## config.mk

```make
export PLATFORM = sky130hd
export DESIGN_NAME = kti_fifo
export DESIGN_NICKNAME = d
export VERILOG_FILES = /design/src/hdl/kti_pkg.sv /design/src/hdl/kti_fifo.sv
export SDC_FILE = /design/constraint.sdc
export NUM_CORES = 1
export LEC_CHECK = 0
export BUFFER_PORTS_ARGS = -buffer_cell sky130_fd_sc_hd__clkbuf_2
export CELL_PAD_IN_SITES_DETAIL_PLACEMENT = 1
export CELL_PAD_IN_SITES_GLOBAL_PLACEMENT = 1
export CORE_MARGIN = 8
export CORE_UTILIZATION = 41
export CTS_BUF_LIST = sky130_fd_sc_hd__clkbuf_4
export DETAILED_ROUTE_END_ITERATION = 8
export GPL_ROUTABILITY_DRIVEN = 0
export PLACE_DENSITY_LB_ADDON = 0.12
export SLEW_MARGIN = 20
export SYNTH_ARGS = -nofsm -noshare
export SYNTH_HDL_FRONTEND = slang
export SYNTH_SLANG_ARGS = --single-unit
```

## constraint.sdc

```tcl
create_clock -name clk -period 5.1 [get_ports clk]
set_input_delay 1.275 -clock clk [delete_from_list [all_inputs] [get_ports clk]]
set_output_delay 1.275 -clock clk [all_outputs]
set_load 0.1 [all_outputs]
```

## src/hdl/kti_pkg.sv

```systemverilog
// Shared types and constants of the keyframe track interpolator.
package kti_pkg;

  localparam logic [1:0] MODE_STEP  = 2'd0;
  localparam logic [1:0] MODE_LIN   = 2'd1;
  localparam logic [1:0] MODE_RESET = 2'd2;

  typedef enum logic [1:0] {
    CMD_INS  = 2'd0,
    CMD_REM  = 2'd1,
    CMD_MOVE = 2'd2,
    CMD_EVAL = 2'd3
  } cmd_t;

  typedef enum logic [2:0] {
    ST_OK    = 3'd0,
    ST_EMPTY = 3'd1,
    ST_DUP   = 3'd2,
    ST_NF    = 3'd3,
    ST_FULL  = 3'd4,
    ST_SAT   = 3'd5
  } stat_t;

  typedef enum logic [1:0] {
    PH_MAIN,
    PH_TGT,
    PH_INS
  } phase_t;

  typedef enum logic [3:0] {
    S_IDLE,
    S_START,
    S_SRD,
    S_SCMP,
    S_DISP,
    S_INS_CHK,
    S_INS_WR,
    S_REM_CHK,
    S_REM_WR,
    S_EV_LAST,
    S_EV_L,
    S_DIV,
    S_LMUL,
    S_LADD,
    S_DONE
  } state_t;

  typedef struct packed {
    cmd_t        cmd;
    logic [23:0] kf;
    logic [23:0] tf;
    logic [31:0] kv;
    logic [31:0] ti;
    logic [31:0] to;
    logic [31:0] et;
    logic [23:0] ifr;
  } item_t;

  typedef struct packed {
    logic [23:0] frame;
    logic [31:0] value;
    logic [31:0] tin;
    logic [31:0] tout;
  } ent_t;

  typedef struct packed {
    logic [31:0] value;
    stat_t       status;
    logic [6:0]  count;
  } result_t;

endpackage

```

## src/hdl/kti_fifo.sv

```systemverilog
// Two-entry register queue used between the parts of the interpolator.
module kti_fifo import kti_pkg::*; #(
  parameter int W = 8
) (
  input  logic         clk,
  input  logic         rst_n,
  input  logic         push,
  input  logic [W-1:0] wdata,
  output logic         full,
  input  logic         pop,
  output logic [W-1:0] rdata,
  output logic         empty
);

  logic [1:0]   cnt_r, cnt_nxt, wpos;
  logic [W-1:0] d0_r, d1_r;
  logic         do_push, do_pop;

  assign full    = (cnt_r == 2'd2);
  assign empty   = (cnt_r == 2'd0);
  assign rdata   = d0_r;
  assign do_push = push && !full;
  assign do_pop  = pop && !empty;
  assign wpos    = cnt_r - {1'b0, do_pop};
  assign cnt_nxt = cnt_r + {1'b0, do_push} - {1'b0, do_pop};

  always_ff @(posedge clk) begin
    if (!rst_n) begin
      cnt_r <= 2'd0;
    end else begin
      cnt_r <= cnt_nxt;
    end
  end

  always_ff @(posedge clk) begin
    if (do_pop) begin
      d0_r <= d1_r;
    end
    if (do_push) begin
      if (wpos == 2'd0) begin
        d0_r <= wdata;
      end else begin
        d1_r <= wdata;
      end
    end
  end

endmodule

```

==> run summary <==
final-stage net count: 91
library cell contributing the largest single delay on the critical path: clkbuf_2
insertion delay to the later sink of the worst-skew pair: 0.29 ns
instance count of the mapped netlist: 51
worst hold path endpoint: rdata[3]
overall routing resource usage: 8.18%
Netlist Area Pre-Place: 742 um^2
critical path fanouts, max: 4
number of cells in the finished layout apart from fillers: 101
Cells after DPL: 97
Ant. Diodes: 0
final setup violating endpoints: 0
most instantiated library cell after synthesis: mux2_2
Critical Path AT: 1.39 ns
root buffer cell: clkbuf_4
Num CTS Buffers: 3
Bufs and invs on worst path: 2
routed via count divided by cell count: 4.53
global-route wire length before repair: 2130 um
Tightest Pin Transition: 0.841 ns
number of gates resized after CTS: 0
die span in x: 58.5 um
Area contributors post-synth: edfxtp_1 (32%), dfxtp_1 (27%), mux2_2 (24%)
number of antenna violations at the first check in global routing: 0
H-Tree Level Count: 1
Synth Net Count: 65
core area: 1710 um^2
fin crit period: 2.67 ns
starting utilization of the core area: 43.4%
cells traversed along the worst timing path: inv_1, nor2_1, clkbuf_2
Post-CTS Repair Setup Buffers: 0
ys flop type: dfxtp_1
number of pins exceeding their max-slew limit in the final report: 0
worst clock skew: 0.00354 ns
number of routed nets with antenna violations: 0
result of the run: finished clean
total via count after detailed routing: 458
worst rel slew slack: 43.9%
fraction of layout cells with a size suffix above 1: 55.3%
reg-to-reg critical path endpoint: cnt_r[1]
synthesized area per cell: 14.5 um^2
launch instance of the worst register-to-register path: cnt_r[0]
required time of the worst setup path: 3.83 ns
delay of the slowest cell on the worst path: 0.46 ns
final number of hold-violating endpoints: 0
smallest hold slack: 0.605 ns
synth cell count leaders: mux2_2 (16), dfxtp_1 (10), edfxtp_1 (8)
element type at the critical path end: output pin
path class of the lowest-slack min-delay path: flop to flop
beginning of the worst hold path: d1_r[3]
clock tree sinks: 18
total of max-cap violations: 0
warnings from Yosys: 0
count of buffers from port buffering: 21
die area: 3430 um^2
maximum clock path buffer count: 2
area share of the leading cell type in the synthesized netlist: 32.4%
achievable clock frequency: 0.375 GHz
start-to-end type of the worst setup path: flop to output pin
wire per inst: 13.3 um
setup total negative slack: 0 ns
TritonCTS clock tree: done
Crit path depth: 3
asr flop ratio synth: 0%
family of cells with the greatest summed delay on the critical path: buffers and inverters
setup repair after global routing missed its margin: false
via count of the first global-routing pass: 481
EDFF count, synth: 8
post-route DRC violation count: 0
most area-hungry cell type in the Yosys netlist: edfxtp_1
post-route core utilization: 53.0%
hold buffer count at CTS: 0
DR iter-0 viols: 2
flops & latches, synth: 18
layout-stage area growth over the synthesis result: 21.9%
period utilization: 52.3%
count of distinct cell types in the synthesized netlist: 13
number of placement rows: 15
cell count of the worst hold path: 2
final wirelength: 1350 um
kind of launch point of the worst setup path: flop
clk slew on worst S/H paths: 0.10 ns
largest net degree at the start of global routing: 11
reg2reg path depth: 8
Seq/Total Area, Yosys: 59.4%
reg-to-reg slack, setup: 3.20 ns
Overflow after GRT: 0
Die Height: 58.5 um
# IOs: 22
Initial DRT Pass Iterations: 2
-- stage by stage --
step	setup slack, ns	cell area (um^2)
floorplan	2.06	742
global route	2.30	905
finish	2.43	905
CTS	2.40	905
detailed placement	2.36	878
global placement	2.35	878
-- per-layer routing --
| layer | up-vias | routed length (um) | global-route usage (%) |
|---|---|---|---|
| met4 | 0 | 0 | 4.20 |
| met1 | 212 | 620 | 8.77 |
| met5 | - | 0 | 0 |
| met2 | 12 | 640 | 13.4 |
| met3 | 0 | 85 | 3.48 |
| li1 | 234 | - | - |
-- worst max-delay path by stage --
stage,end,from
floorplan,full,cnt_r[1]
global placement,cnt_r[1],pop
detailed placement,cnt_r[1],pop
CTS,full,cnt_r[1]
global route,full,cnt_r[1]
finish,full,cnt_r[1]
-- flip-flops by register name (all words and copies together), names as in the netlist --
signal  count
cnt_r       2
rdata       8
d1_r        8
-- cells by family (layout without fill, tap and decap cells) --
group,Yosys count,count (layout),synth area share [%]
AOI/OAI and AO/OA,4,4,5.40
xor gates and xnor gates,2,2,2.36
and+or+nand+nor,5,5,3.20
adders and majority gates,2,2,3.37
DFF,18,18,59.4
muxes,16,16,24.3
buffers and inverters,4,29,2.02
-- worst reg2reg max path, delay by kind of cell (launching register included) --
family	cells	cell delay [ns]
fa+ha+maj	2	0.47
flops	1	0.38
buf+inv	2	0.13
compound gates	1	0.43
simple gates	1	0.15
xor+xnor	2	0.26
-- final cells by class --
cell class                 count  area [um^2]
sequential                    18          440
tap                           25         31.3
fill                         192          803
inverter                       4         15.0
multi-input combinational     29          287
clock buffer                   3         22.5
clock inverter                 1         3.75
timing repair buffer          21          105
-- placed cells by master (no fill, tap or decap) --
master	netlist	routed
dfxtp_1	10	10
mux2_2	16	16
o21ai_0	1	1
o211ai_4	1	1
inv_1	4	4
clkbuf_4	0	3
nand2_1	1	1
ha_1	2	2
edfxtp_1	8	8
a21oi_1	1	1
clkinv_1	0	1
xnor2_1	2	2
clkbuf_2	0	21
nor2_1	2	2
o21ai_2	1	1
and2_1	2	2
Power is not shown: default switching activity piles up to over one toggle a cycle in this logic, so the estimate is an artifact.
