==> config.mk <==
export PLATFORM = sky130hd
export DESIGN_NAME = kti_front
export DESIGN_NICKNAME = d
export VERILOG_FILES = /design/src/hdl/kti_pkg.sv /design/src/hdl/kti_fifo.sv /design/src/hdl/kti_front.sv
export SDC_FILE = /design/constraint.sdc
export NUM_CORES = 1
export LEC_CHECK = 0
export BUFFER_PORTS_ARGS = -buffer_cell sky130_fd_sc_hd__buf_2
export CELL_PAD_IN_SITES_DETAIL_PLACEMENT = 1
export CELL_PAD_IN_SITES_GLOBAL_PLACEMENT = 1
export CORE_MARGIN = 2
export CORE_UTILIZATION = 38
export DETAILED_ROUTE_END_ITERATION = 12
export GPL_TIMING_DRIVEN = 1
export PLACE_DENSITY_LB_ADDON = 0.1
export SETUP_SLACK_MARGIN = 0.5
export SLEW_MARGIN = 20
export SYNTH_ARGS = -nofsm -noshare
export SYNTH_HDL_FRONTEND = slang
export SYNTH_SLANG_ARGS = --single-unit
==> constraint.sdc <==
create_clock -name clk -period 22.1 [get_ports clk]
set_input_delay 4.42 -clock clk [delete_from_list [all_inputs] [get_ports clk]]
set_output_delay 4.42 -clock clk [all_outputs]
set_load 0.03 [all_outputs]
==> src/hdl/kti_pkg.sv <==
// Shared types and constants of the keyframe track interpolator.
package kti_pkg;

  localparam logic [1:0] MODE_STEP  = 2'd0;
  localparam logic [1:0] MODE_LIN   = 2'd1;
  localparam logic [1:0] MODE_RESET = 2'd2;

  typedef enum logic [1:0] {
    CMD_INS  = 2'd0,
    CMD_REM  = 2'd1,
    CMD_MOVE = 2'd2,
    CMD_EVAL = 2'd3
  } cmd_t;

  typedef enum logic [2:0] {
    ST_OK    = 3'd0,
    ST_EMPTY = 3'd1,
    ST_DUP   = 3'd2,
    ST_NF    = 3'd3,
    ST_FULL  = 3'd4,
    ST_SAT   = 3'd5
  } stat_t;

  typedef enum logic [1:0] {
    PH_MAIN,
    PH_TGT,
    PH_INS
  } phase_t;

  typedef enum logic [3:0] {
    S_IDLE,
    S_START,
    S_SRD,
    S_SCMP,
    S_DISP,
    S_INS_CHK,
    S_INS_WR,
    S_REM_CHK,
    S_REM_WR,
    S_EV_LAST,
    S_EV_L,
    S_DIV,
    S_LMUL,
    S_LADD,
    S_DONE
  } state_t;

  typedef struct packed {
    cmd_t        cmd;
    logic [23:0] kf;
    logic [23:0] tf;
    logic [31:0] kv;
    logic [31:0] ti;
    logic [31:0] to;
    logic [31:0] et;
    logic [23:0] ifr;
  } item_t;

  typedef struct packed {
    logic [23:0] frame;
    logic [31:0] value;
    logic [31:0] tin;
    logic [31:0] tout;
  } ent_t;

  typedef struct packed {
    logic [31:0] value;
    stat_t       status;
    logic [6:0]  count;
  } result_t;

endpackage

==> src/hdl/kti_fifo.sv <==
// Two-entry register queue used between the parts of the interpolator.
module kti_fifo import kti_pkg::*; #(
  parameter int W = 8
) (
  input  logic         clk,
  input  logic         rst_n,
  input  logic         push,
  input  logic [W-1:0] wdata,
  output logic         full,
  input  logic         pop,
  output logic [W-1:0] rdata,
  output logic         empty
);

  logic [1:0]   cnt_r, cnt_nxt, wpos;
  logic [W-1:0] d0_r, d1_r;
  logic         do_push, do_pop;

  assign full    = (cnt_r == 2'd2);
  assign empty   = (cnt_r == 2'd0);
  assign rdata   = d0_r;
  assign do_push = push && !full;
  assign do_pop  = pop && !empty;
  assign wpos    = cnt_r - {1'b0, do_pop};
  assign cnt_nxt = cnt_r + {1'b0, do_push} - {1'b0, do_pop};

  always_ff @(posedge clk) begin
    if (!rst_n) begin
      cnt_r <= 2'd0;
    end else begin
      cnt_r <= cnt_nxt;
    end
  end

  always_ff @(posedge clk) begin
    if (do_pop) begin
      d0_r <= d1_r;
    end
    if (do_push) begin
      if (wpos == 2'd0) begin
        d0_r <= wdata;
      end else begin
        d1_r <= wdata;
      end
    end
  end

endmodule

==> src/hdl/kti_front.sv <==
// Front end: decodes incoming words and queues them for the back end.
module kti_front import kti_pkg::*; (
  input  logic        clk,
  input  logic        rst_n,
  input  logic        push,
  output logic        full,
  input  logic [1:0]  in_command,
  input  logic [23:0] in_knot_frame,
  input  logic [23:0] in_target_frame,
  input  logic [31:0] in_knot_value,
  input  logic [31:0] in_in_tangent,
  input  logic [31:0] in_out_tangent,
  input  logic [31:0] in_eval_time,
  input  logic        q_pop,
  output item_t       q_item,
  output logic        q_empty
);

  item_t dec;
  logic  round_up;

  // The integer frame of the time is truncated toward zero.
  assign round_up = in_eval_time[31] && (in_eval_time[7:0] != 8'd0);

  always_comb begin
    dec.cmd = cmd_t'(in_command);
    dec.kf  = in_knot_frame;
    dec.tf  = in_target_frame;
    dec.kv  = in_knot_value;
    dec.ti  = in_in_tangent;
    dec.to  = in_out_tangent;
    dec.et  = in_eval_time;
    dec.ifr = in_eval_time[31:8] + {23'd0, round_up};
  end

  kti_fifo #(.W($bits(item_t))) u_q (
    .clk   (clk),
    .rst_n (rst_n),
    .push  (push),
    .wdata (dec),
    .full  (full),
    .pop   (q_pop),
    .rdata (q_item),
    .empty (q_empty)
  );

endmodule

==> metrics.txt <==
r2r endpoint=u_q.rdata[100]; Synthesis Warnings=0; post-synthesis async set-or-reset flop share=0%; worst r2r src=u_q.cnt_r[1]; total power=3210 µW; Critical Path End Type=flop; critical-path cell list=buf_2 -> o21a_4 -> ha_1 -> nand3_1 -> a21oi_4 -> buf_16 -> buf_6 -> o21ai_0; final wirelength=38,500 µm; P&R area growth vs syn=26.0%; Die Width=202 µm; Slew headroom=32.1%; WHS Path Cells=2; DRC violation count after routing=0; CTS Root Buffer Type=clkbuf_16; cell taking the most area after synthesis=edfxtp_1; routability cong.=0.754; register area=10,100 µm²; RSZ-0062 raised after global routing=false; Power Dens Cells=171 nW/µm²; clk slew on worst S/H paths=0.06 ns; # nets final=1,735; Final min period=6.92 ns; WL/cell=18.3 µm; PostCTS Resize Cnt=0; Post-synth EDFFs=202; CTS buffer count=45; largest net degree at the start of global routing=235; clk_skew=0.0157 ns; synthesized flop and latch total=406; Slowest-stage cell, CP=o21a_4; CP max stage delay=0.66 ns; Req. time, crit path=22.49 ns; chip height=202 µm; hold_sp=u_q.d1_r[199]; area of the multi-input gates=4460 µm²; Hold Path End=u_q.rdata[199]; top cell type's share of synthesized area=40.7%; Startpoint Class=input pin; Sink Count=406; synth unique cells=34; first-pass GRT wire length=59,800 µm; period utilization=31.3%; final setup violation count=0; Mean Syn Cell Area=12.7 µm²; later-pin clock latency in the skew report=0.56 ns; Synth Instances=1,178; Core Footprint=38,600 µm²; setup TNS=0 ns; max cap viols=0; total overflow reported by the global router=0; Setup Fix Bufs, Post-CTS=0; IO Pins=386; GRT Util Overall=18.6%; critical path data arrival time=7.31 ns; TritonCTS clock tree=built; # rows=72; number of hold buffers added after cts=0; Synth area leaders=edfxtp_1 41%, dfxtp_1 27%, mux2i_1 13%; Detailed Route Iter0 Violations=466; vias in the first global route=10,400; Reg2Reg Setup Slack=18.61 ns; drt first pass iters=4; Post-DP HPWL=25,300 µm; Max Transition Viols Final=0; FF-to-FF path depth=7; DR vias=10,100; most frequent cell after synthesis=dfxtp_1; Initial Utilization=38.6%; Filler Cell Count=4,137; Net Count, Synth=1,364; most frequent cells after synthesis=204 x dfxtp_1, 202 x edfxtp_1, 198 x nand2_1; PortBufs=385; Avg Vias per Cell=4.80; outcome=finished, final reports clean; Pleak=0.00744 µW; Longest Clk Path Bufs=3; layout cell share with drive strength beyond 1=29.8%; H-tree Lvls=2; Final ANT Viol Nets=0; full die area=40,800 µm²; antenna violations before repair=4; Worst VDD drop=0.0000857 V; Least-Margin Pin Slew=1.02 ns; part of the Yosys area used for sequential elements=68.1%; Post-Syn Area=14,900 µm²; HP Class=reg -> reg; ys flop type=dfxtp_1; Crit Path Max Fanout=122; endpoints failing hold=0; Setup CP Type=in -> reg; achievable frequency=0.145 GHz
cell families (layout without fill, tap and decap cells):
group | Yosys count | in the layout | share of synthesized area [%]
compound gates | 215 | 215 | 7.55
buf+inv | 76 | 481 | 2.15
flops | 406 | 406 | 68.1
simple gates | 260 | 260 | 7.35
other cells | 0 | 3 | 0
fa+ha+maj | 4 | 4 | 0.336
mux | 202 | 202 | 13.6
xor+xnor | 15 | 15 | 0.881
placed cells by master, fill, tap and decap left out, types with 4 or more instances in the layout:
cell type    n
a21o_1      11
xnor2_1      6
clkinv_2     8
o21ai_0    188
edfxtp_1   202
clkbuf_8     7
mux2i_1    194
nand2_1    198
clkbuf_1    12
dfxtp_1    204
a31oi_1      8
ha_1         4
inv_1        8
xor2_1       9
nand4_1      4
clkinv_1     4
buf_2      385
mux2_2       8
nand3_1      6
nor2_1      24
or3_1        6
nor4_1       7
clkbuf_16   47
sequential cells by signal, summed over array words and instances, names as in the netlist:
name,count
u_q.d1_r,202
u_q.rdata,202
u_q.cnt_r,2
how the worst max path moves through the flow:
stage,startpoint,end,slack [ns],cells past startpoint
2_1_floorplan,q_pop,u_q.d1_r[0],0.89,7
3_3_place_gp,q_pop,u_q.rdata[98],14.12,7
3_5_place_dp,q_pop,u_q.rdata[98],13.95,7
4_1_cts,q_pop,u_q.rdata[100],14.52,7
5_1_grt,q_pop,u_q.rdata[93],14.91,8
6_report,q_pop,u_q.rdata[100],15.18,8
stage by stage:
| stage | setup slack [ns] | cell area, µm² | cells | hold WS (ns) | util (%) |
|---|---|---|---|---|---|
| floorplan | 0.891 | 14900 | 1178 | 0.497 | - |
| global placement | 14.12 | 17300 | 2019 | 0.501 | 44.8 |
| detailed placement | 13.95 | 17300 | 2019 | 0.520 | 44.8 |
| CTS | 14.52 | 18700 | 2100 | 0.530 | 48.5 |
| global route | 14.91 | 18800 | 2103 | 0.560 | 48.6 |
| finish | 15.18 | 18800 | 2104 | 0.520 | 48.6 |
area by class of cell:
| type | instances | area share [%] |
|---|---|---|
| clock inverters | 15 | 0.660 |
| well taps | 518 | 3.45 |
| repair buffers | 392 | 10.9 |
| diodes | 3 | 0.0400 |
| multi-input cells | 696 | 23.8 |
| inverters | 8 | 0.160 |
| flip-flops and latches | 406 | 54.0 |
| clock buffers | 66 | 7.01 |
power breakdown:
group	internal, µW	switching (µW)	total [µW]
Combinational	356	841	1200
Clock	435	290	725
Sequential	1160	127	1290
Total	1950	1260	3210
critical path: cells and delay by family:
kind,cells,cell delay [ns]
AO/OA/AOI/OAI,3,1.37
adder cells (fa/ha/maj),1,0.35
buffers and inverters,3,0.90
AND/OR/NAND/NOR,1,0.14
metal layers:
layer | wire (µm) | vias up | track usage (%)
li1 | - | 4961 | -
met1 | 16100 | 4850 | 23.1
met2 | 18800 | 242 | 30.9
met3 | 2830 | 47 | 5.72
met4 | 807 | 0 | 6.12
met5 | 0 | - | 0
Note: power is estimated with default switching activity, not from simulation.
